<file path="config.mk">
export PLATFORM = sky130hd
export DESIGN_NAME = bfs_route_finder
export DESIGN_NICKNAME = d
export VERILOG_FILES = /design/src/design/bfs_pkg.sv /design/src/design/bfs_ram.sv /design/src/design/bfs_scan.sv /design/src/design/bfs_route_finder.sv
export SDC_FILE = /design/constraint.sdc
export NUM_CORES = 2
export LEC_CHECK = 0
export ABC_AREA = 1
export BUFFER_PORTS_ARGS = -buffer_cell sky130_fd_sc_hd__buf_2
export CAP_MARGIN = 0
export CORE_MARGIN = 5
export CORE_UTILIZATION = 45
export CTS_CLUSTER_SIZE = 20
export DETAILED_ROUTE_END_ITERATION = 10
export GPL_TIMING_DRIVEN = 0
export SLEW_MARGIN = 20
export SYNTH_ARGS = -nofsm -noshare
export SYNTH_HDL_FRONTEND = slang
export SYNTH_HIERARCHICAL = 1
export SYNTH_SLANG_ARGS = --single-unit
</file>
<file path="constraint.sdc">
create_clock -name clk -period 5.7 [get_ports clk]
set_input_delay 1.425 -clock clk [delete_from_list [all_inputs] [get_ports clk]]
set_output_delay 1.425 -clock clk [all_outputs]
set_load 0.01 [all_outputs]
</file>
<file path="src/design/bfs_pkg.sv">
// shared codes and field widths of the breadth-first route finder
package bfs_pkg;

	localparam int IdxW = 5;
	localparam int CmdW = 2;
	localparam int StW  = 2;

	localparam logic [CmdW-1:0] CMD_ADD     = 2'd0;
	localparam logic [CmdW-1:0] CMD_CONNECT = 2'd1;
	localparam logic [CmdW-1:0] CMD_ROUTE   = 2'd2;

	localparam logic [StW-1:0] ST_OK        = 2'd0;
	localparam logic [StW-1:0] ST_LIMIT     = 2'd1;
	localparam logic [StW-1:0] ST_NOT_FOUND = 2'd2;
	localparam logic [StW-1:0] ST_NO_ROUTE  = 2'd3;

	typedef struct packed {
		logic found;
		logic [5:0] idx;
	} scan_res_t;

endpackage

</file>
<file path="src/design/bfs_ram.sv">
// generic single write, single read ram with registered read data
module bfs_ram #(
	parameter int W = 8,
	parameter int D = 32
) (
	input  logic                 clk,
	input  logic                 we,
	input  logic [$clog2(D)-1:0] waddr,
	input  logic [W-1:0]         wdata,
	input  logic [$clog2(D)-1:0] raddr,
	output logic [W-1:0]         rdata
);
	logic [W-1:0] mem_q [D];

	always_ff @(posedge clk) begin
		if (we) begin
			mem_q[waddr] <= wdata;
		end
		rdata <= mem_q[raddr];
	end
endmodule

</file>
<file path="src/design/bfs_scan.sv">
// lowest set bit finder over the candidate neighbor mask
module bfs_scan #(
	parameter int N = 32
) (
	input  logic [N-1:0]       cand,
	output bfs_pkg::scan_res_t res
);
	import bfs_pkg::*;

	always_comb begin
		res.found = |cand;
		res.idx = '0;
		for (int i = N - 1; i >= 0; i--) begin
			if (cand[i]) begin
				res.idx = 6'(i);
			end
		end
	end
endmodule

</file>
<file path="src/design/bfs_route_finder.sv">
// top level: graph store, breadth-first search sequencer and result output
//
// usage
// - s_tdata carries one command item: add node, connect two nodes, or find
//   route. m_tdata carries result items, m_tlast marks the final result of a
//   command. an unused command code gives no result.
// - add, and any command that names an unknown node, gives its result in the
//   cycle after acceptance; connect gives its result from state C3, after C1 and C2.
// - a route search passes states DQ, DQ2, DQ3 and SCAN for each dequeued node,
//   staying in SCAN while neighbors are found, then W and W2 for each path node
//   on the way back, and E and E2 for each emitted node. the shared lowest-bit
//   finder and the single port of each ram set the pace of these steps.
// - s_tready is high only while the sequencer is idle and the output
//   register is free or being drained, one command is handled at a time.
// - reset clears the node count, the visited mask and the adjacency row
//   valid bits, so all rows read as empty; no clearing pass is needed.
// - when the receiver stalls, the output register holds its item and the
//   sequencer waits in place with its next result until m_tready rises.
module bfs_route_finder #(
	parameter int NODES = 32
) (
	input  logic        clk,
	input  logic        arst_n,
	input  logic        s_tvalid,
	output logic        s_tready,
	input  logic [15:0] s_tdata,   // cmd[1:0], node_a[6:2], node_b[11:7], zeros
	output logic        m_tvalid,
	input  logic        m_tready,
	output logic [7:0]  m_tdata,   // status[1:0], node[6:2], zero
	output logic        m_tlast
);
	import bfs_pkg::*;

	localparam int NW = $clog2(NODES);
	localparam int CW = $clog2(NODES + 1);

	// sequencer states
	localparam logic [3:0] S_IDLE = 4'd0;
	localparam logic [3:0] S_C1   = 4'd1;
	localparam logic [3:0] S_C2   = 4'd2;
	localparam logic [3:0] S_C3   = 4'd3;
	localparam logic [3:0] S_R0   = 4'd4;
	localparam logic [3:0] S_DQ   = 4'd5;
	localparam logic [3:0] S_DQ2  = 4'd6;
	localparam logic [3:0] S_DQ3  = 4'd7;
	localparam logic [3:0] S_SCAN = 4'd8;
	localparam logic [3:0] S_FIN  = 4'd9;
	localparam logic [3:0] S_W    = 4'd10;
	localparam logic [3:0] S_W2   = 4'd11;
	localparam logic [3:0] S_E    = 4'd12;
	localparam logic [3:0] S_E2   = 4'd13;

	logic [3:0]       state_q;
	logic [CW-1:0]    count_q;
	logic [NODES-1:0] visited_q;
	logic [NODES-1:0] cand_q;
	logic [NODES-1:0] row_valid_q;
	logic             rv_q;
	logic [NW-1:0]    a_q, b_q, cur_q;
	logic [CW-1:0]    head_q, tail_q, depth_q;
	logic [NW-1:0]    sp_q;

	logic             ovalid_q, olast_q;
	logic [StW-1:0]   ostatus_q;
	logic [IdxW-1:0]  onode_q;

	// input fields
	logic [CmdW-1:0] in_cmd;
	logic [IdxW-1:0] in_a, in_b;
	assign in_cmd = s_tdata[1:0];
	assign in_a   = s_tdata[6:2];
	assign in_b   = s_tdata[11:7];

	logic can_push, accept, not_found;
	assign can_push  = !ovalid_q || m_tready;
	assign s_tready  = (state_q == S_IDLE) && can_push;
	assign accept    = s_tvalid && s_tready;
	assign not_found = (7'(in_a) >= 7'(count_q)) || (7'(in_b) >= 7'(count_q));

	// adjacency rows
	logic             adj_we;
	logic [NW-1:0]    adj_waddr, adj_raddr;
	logic [NODES-1:0] adj_wdata, adj_rdata, adj_row;

	// search queue, parent table, path stack
	logic          q_we, p_we, s_we;
	logic [NW-1:0] q_waddr, q_wdata, q_rdata;
	logic [NW-1:0] p_waddr, p_wdata, p_rdata;
	logic [NW-1:0] s_rdata;

	// lowest set candidate
	scan_res_t     scan;
	logic [NW-1:0] hit;
	assign hit = scan.idx[NW-1:0];

	bfs_scan #(.N(NODES)) u_scan (.cand(cand_q), .res(scan));

	assign adj_row = rv_q ? adj_rdata : '0;

	logic [NODES-1:0] cmask;
	always_comb begin
		for (int i = 0; i < NODES; i++) begin
			cmask[i] = (7'(i) < 7'(count_q));
		end
	end

	always_comb begin
		unique case (state_q)
			S_C2, S_C3: adj_raddr = b_q;
			S_DQ2:      adj_raddr = q_rdata;
			default:    adj_raddr = a_q;
		endcase
		adj_we    = (state_q == S_C2) || (state_q == S_C3);
		adj_waddr = (state_q == S_C2) ? a_q : b_q;
		adj_wdata = adj_row;
		if (state_q == S_C2) begin
			adj_wdata[b_q] = 1'b1;
		end else begin
			adj_wdata[a_q] = 1'b1;
		end

		q_we    = (state_q == S_R0) || (state_q == S_SCAN && scan.found);
		q_waddr = (state_q == S_R0) ? '0 : tail_q[NW-1:0];
		q_wdata = (state_q == S_R0) ? a_q : hit;
		p_we    = q_we;
		p_waddr = (state_q == S_R0) ? a_q : hit;
		p_wdata = (state_q == S_R0) ? a_q : cur_q;
		s_we    = (state_q == S_W);
	end

	bfs_ram #(.W(NODES), .D(NODES)) u_adj (
		.clk(clk), .we(adj_we), .waddr(adj_waddr), .wdata(adj_wdata),
		.raddr(adj_raddr), .rdata(adj_rdata)
	);
	bfs_ram #(.W(NW), .D(NODES)) u_queue (
		.clk(clk), .we(q_we), .waddr(q_waddr), .wdata(q_wdata),
		.raddr(head_q[NW-1:0]), .rdata(q_rdata)
	);
	bfs_ram #(.W(NW), .D(NODES)) u_parent (
		.clk(clk), .we(p_we), .waddr(p_waddr), .wdata(p_wdata),
		.raddr(cur_q), .rdata(p_rdata)
	);
	bfs_ram #(.W(NW), .D(NODES)) u_stack (
		.clk(clk), .we(s_we), .waddr(depth_q[NW-1:0]), .wdata(cur_q),
		.raddr(sp_q), .rdata(s_rdata)
	);

	// result produced this cycle
	logic            push;
	logic [StW-1:0]  p_status;
	logic [IdxW-1:0] p_node;
	logic            p_last;
	always_comb begin
		push     = 1'b0;
		p_status = ST_OK;
		p_node   = '0;
		p_last   = 1'b1;
		unique case (state_q)
			S_IDLE: begin
				if (accept) begin
					if (in_cmd == CMD_ADD) begin
						push = 1'b1;
						if (count_q == CW'(NODES)) begin
							p_status = ST_LIMIT;
						end else begin
							p_node = IdxW'(count_q);
						end
					end else if ((in_cmd == CMD_CONNECT || in_cmd == CMD_ROUTE)
						&& not_found) begin
						push     = 1'b1;
						p_status = ST_NOT_FOUND;
					end
				end
			end
			S_C3: push = can_push;
			S_FIN: begin
				if (!visited_q[b_q]) begin
					push     = can_push;
					p_status = ST_NO_ROUTE;
				end
			end
			S_E2: begin
				push   = can_push;
				p_node = IdxW'(s_rdata);
				p_last = (sp_q == '0);
			end
			default: push = 1'b0;
		endcase
	end

	always_ff @(posedge clk or negedge arst_n) begin
		if (!arst_n) begin
			state_q     <= S_IDLE;
			count_q     <= '0;
			visited_q   <= '0;
			row_valid_q <= '0;
			ovalid_q    <= 1'b0;
		end else begin
			if (push) begin
				ovalid_q <= 1'b1;
			end else if (m_tready) begin
				ovalid_q <= 1'b0;
			end
			if (adj_we) begin
				row_valid_q[adj_waddr] <= 1'b1;
			end
			unique case (state_q)
				S_IDLE: begin
					if (accept) begin
						if (in_cmd == CMD_ADD) begin
							if (count_q != CW'(NODES)) begin
								count_q <= count_q + 1'b1;
							end
						end else if (in_cmd == CMD_CONNECT && !not_found) begin
							state_q <= S_C1;
						end else if (in_cmd == CMD_ROUTE && !not_found) begin
							state_q <= S_R0;
						end
					end
				end
				S_C1: state_q <= S_C2;
				S_C2: state_q <= S_C3;
				S_C3: begin
					if (can_push) begin
						state_q <= S_IDLE;
					end
				end
				S_R0: begin
					// only the start node is visited
					visited_q <= {{(NODES-1){1'b0}}, 1'b1} << a_q;
					state_q   <= S_DQ;
				end
				S_DQ: begin
					if (head_q == tail_q) begin
						state_q <= S_FIN;
					end else begin
						state_q <= S_DQ2;
					end
				end
				S_DQ2: begin
					if (q_rdata == b_q) begin
						state_q <= S_FIN;
					end else begin
						state_q <= S_DQ3;
					end
				end
				S_DQ3: state_q <= S_SCAN;
				S_SCAN: begin
					if (scan.found) begin
						visited_q[hit] <= 1'b1;
					end else begin
						state_q <= S_DQ;
					end
				end
				S_FIN: begin
					if (visited_q[b_q]) begin
						state_q <= S_W;
					end else if (can_push) begin
						state_q <= S_IDLE;
					end
				end
				S_W: begin
					if (cur_q == a_q) begin
						state_q <= S_E;
					end else begin
						state_q <= S_W2;
					end
				end
				S_W2: state_q <= S_W;
				S_E:  state_q <= S_E2;
				S_E2: begin
					if (can_push) begin
						state_q <= (sp_q == '0) ? S_IDLE : S_E;
					end
				end
				default: state_q <= S_IDLE;
			endcase
		end
	end

	// datapath registers
	always_ff @(posedge clk) begin
		rv_q <= row_valid_q[adj_raddr];
		if (push) begin
			ostatus_q <= p_status;
			onode_q   <= p_node;
			olast_q   <= p_last;
		end
		unique case (state_q)
			S_IDLE: begin
				a_q <= NW'(in_a);
				b_q <= NW'(in_b);
			end
			S_R0: begin
				head_q <= '0;
				tail_q <= CW'(1);
			end
			S_DQ: begin
				if (head_q != tail_q) begin
					head_q <= head_q + 1'b1;
				end
			end
			S_DQ2: cur_q <= q_rdata;
			S_DQ3: cand_q <= adj_row & ~visited_q & cmask;
			S_SCAN: begin
				if (scan.found) begin
					cand_q[hit] <= 1'b0;
					tail_q      <= tail_q + 1'b1;
				end
			end
			S_FIN: begin
				cur_q   <= b_q;
				depth_q <= '0;
			end
			S_W: begin
				depth_q <= depth_q + 1'b1;
				sp_q    <= depth_q[NW-1:0];
			end
			S_W2: cur_q <= p_rdata;
			S_E2: begin
				if (can_push && sp_q != '0) begin
					sp_q <= sp_q - 1'b1;
				end
			end
			default: cur_q <= cur_q;
		endcase
	end

	assign m_tvalid = ovalid_q;
	assign m_tdata  = {1'b0, onode_q, ostatus_q};
	assign m_tlast  = olast_q;
endmodule

</file>
==> flow_summary.ini <==
[critical_path]
worstPathArrival_ps = 4990
crit_top_cell = nand2_1
ff2ff_setup_slack_ps = 1140
crit-reg2reg-launch = cand_q[30]$_DFFE_PP_
cp-startpoint = cand_q[30]$_DFFE_PP_
crit_buf_inv = 2
slowest_delay_ps = 590
cp_top_family = simple AND/OR/NAND/NOR gates
required_ps = 6140
crit_slowest_cell = nor2_1
critical_path.max_fanout = 16
endpoint_kind = flip-flop
critical_path.startpoint_type = flip-flop
path_class = flip-flop to flip-flop

[logic_synthesis]
netlist_area_sq_mm = 0.0728
yosysWarnings = 6
netlist_instances = 6669
syn_nets = 6709
syn_avg_cell_area_sq_um = 10.9

[clocking]
numClockSinks = 1704
insertion_delay_ps = 840
cts_resized = 0
numCtsBuffers = 174
path_clk_slew_ps = 60
post-cts-setup-buffers = 0
cts_tree = done
clk_path_buf_depth = 3
cts-hold-fix-buffers = 0
ctsRootBufferMaster = clkbuf_16
cts_max_level = 4

[power_and_ir_drop]
leakage_nw = 31.6
ir_drop_uv = 496
power.density_mw_per_mm2 = 611

[timing]
tns_ps = 0
skew_ps = 32.5
rsz0062_at_grt = no
hold_viol_final = 0
drv_slew = 0
fin_crit_sh_pct = 79.9
fin_crit_ps = 4560
holdWs_ps = 455
timing.fmax_ghz = 0.220
setup_viol = 0
fin_ws_ps = 1140
tightest_slew_ps = 999
max_slew_margin_pct = 32.9

[hold_path]
hp-start = row_valid_q[26]$_DFFE_PN0N_
worstHoldPathType = flip-flop to flip-flop

[drt]
ant_nets = 0
drt_first_pass_iters = 8
wl_per_cell_um = 24.0
wl_um = 223000
drtIter0Drc = 5470
via_per_inst = 5.55
vias = 51400
drc_errors = 0

[global_route]
gr-total-overflow = 0
grt_use_total_pct = 26.0
grt_max_degree = 44
grt_antenna_before_repair = 2
grt_pass1_wl_um = 324000
grt_pass1_vias = 49200

[run]
max-cap-violations = 0

[outcome]
status = finished, final reports clean

[place]
hpwlAfterDp_um = 157000
preCtsSetupSlack_ps = 1190
place_area_sq_mm = 0.0786
place_congestion = 0.975
port_buffers = 25

[layout]
final_util_pct = 52.3
fin_nets = 6998
drive_gt1_share_pct = 10.5
area_delta_synth_final_pct = 15.5
final_cell_area_sq_mm = 0.0841

[floorplanning]
rows = 147
dieArea_sq_mm = 0.170
core_region_area_sq_mm = 0.161
die_width_um = 412
die_h_um = 412
initial_core_util_pct = 45.3
io_pins = 31
-- routing by layer --
| layer | share of wire, % | wire, um | track usage (%) |
|---|---|---|---|
| met1 | 40 | 89100 | 34.7 |
| met3 | 7.9 | 17700 | 3.99 |
| met2 | 47 | 104000 | 42.0 |
| met4 | 5.2 | 11500 | 12.1 |
| met5 | 0.0058 | 13 | 0 |
-- layout make-up --
cell class,count,area [sq um]
Antenna cell,6,15.0
Buffer,354,2400
Clock buffer,219,4680
Clock inverter,105,801
Fill cell,14000,76700
Inverter,263,1040
Multi-Input combinational cell,4348,19900
Sequential cell,1704,50300
Tap cell,2160,2700
Timing Repair Buffer,113,2260
-- layout by cell type (no fill, tap or decap), types with 7 or more instances in the layout --
master	instances
nand3_1	1278
o41ai_1	20
nor2_1	240
buf_2	146
buf_6	94
clkinv_1	43
inv_6	8
buf_4	47
o221ai_4	26
dfrtp_1	75
edfxtp_1	1581
nand2_2	9
clkbuf_16	179
a21oi_1	75
buf_1	25
o31ai_1	9
clkinvlp_4	7
buf_8	12
buf_12	24
nor3_1	42
nor2_4	37
o21ai_1	12
ha_1	20
clkinv_2	41
inv_2	11
xor2_1	15
bufinv_16	8
buf_16	55
nand2_1	2422
xnor2_1	10
o21ai_4	12
o21ai_0	58
a22oi_1	8
dfxtp_1	48
clkbuf_1	94
inv_1	242
o211ai_1	7
nand4_1	10
-- worst reg2reg max path, delay by kind of cell, from the launching register on --
kind                   cells  cell delay (ps)
AOI/OAI and AO/OA          2              710
buffers and inverters      2              200
DFF                        1              450
and+or+nand+nor           31             2840
-- final timing paths --
check | depth (start not counted) | to
max | 35 | u_parent/mem_q[3][2]$_DFFE_PP_
min | 2 | row_valid_q[26]$_DFFE_PN0N_
max reg2reg | 35 | u_parent/mem_q[3][2]$_DFFE_PP_
min reg2reg | 2 | row_valid_q[26]$_DFFE_PN0N_
max in group asynchronous | 3 | row_valid_q[26]$_DFFE_PN0N_
min in group asynchronous | 2 | m_tvalid$_DFFE_PN0P_
-- sequential cells by signal, summed over array words and instances (netlist names), 5 cells and up --
signal	cells
count_q	6
cur_q	5
u_stack/mem_q	160
u_queue/mem_q	160
u_parent/mem_q	160
tail_q	6
depth_q	5
a_q	5
u_adj/mem_q	1024
cand_q	32
row_valid_q	32
sp_q	5
b_q	5
visited_q	32
onode_q	5
u_adj/rdata	32
head_q	6
u_queue/rdata	5
u_parent/rdata	5
u_stack/rdata	5
-- power by group --
group	internal [mW]	switching (mW)	leakage (nW)
Sequential	16.3	0.511	15.8
Combinational	6.33	17.2	13.1
Clock	6.19	4.87	2.69
-- per-stage QoR --
step,cells,power [mW]
global route,9267,53.6
CTS,9266,51.1
global placement,8854,38.7
detailed placement,8942,40.0
floorplan,6669,29.7
finish,9272,51.4
No activity file was read; power rests on OpenSTA's default activity.
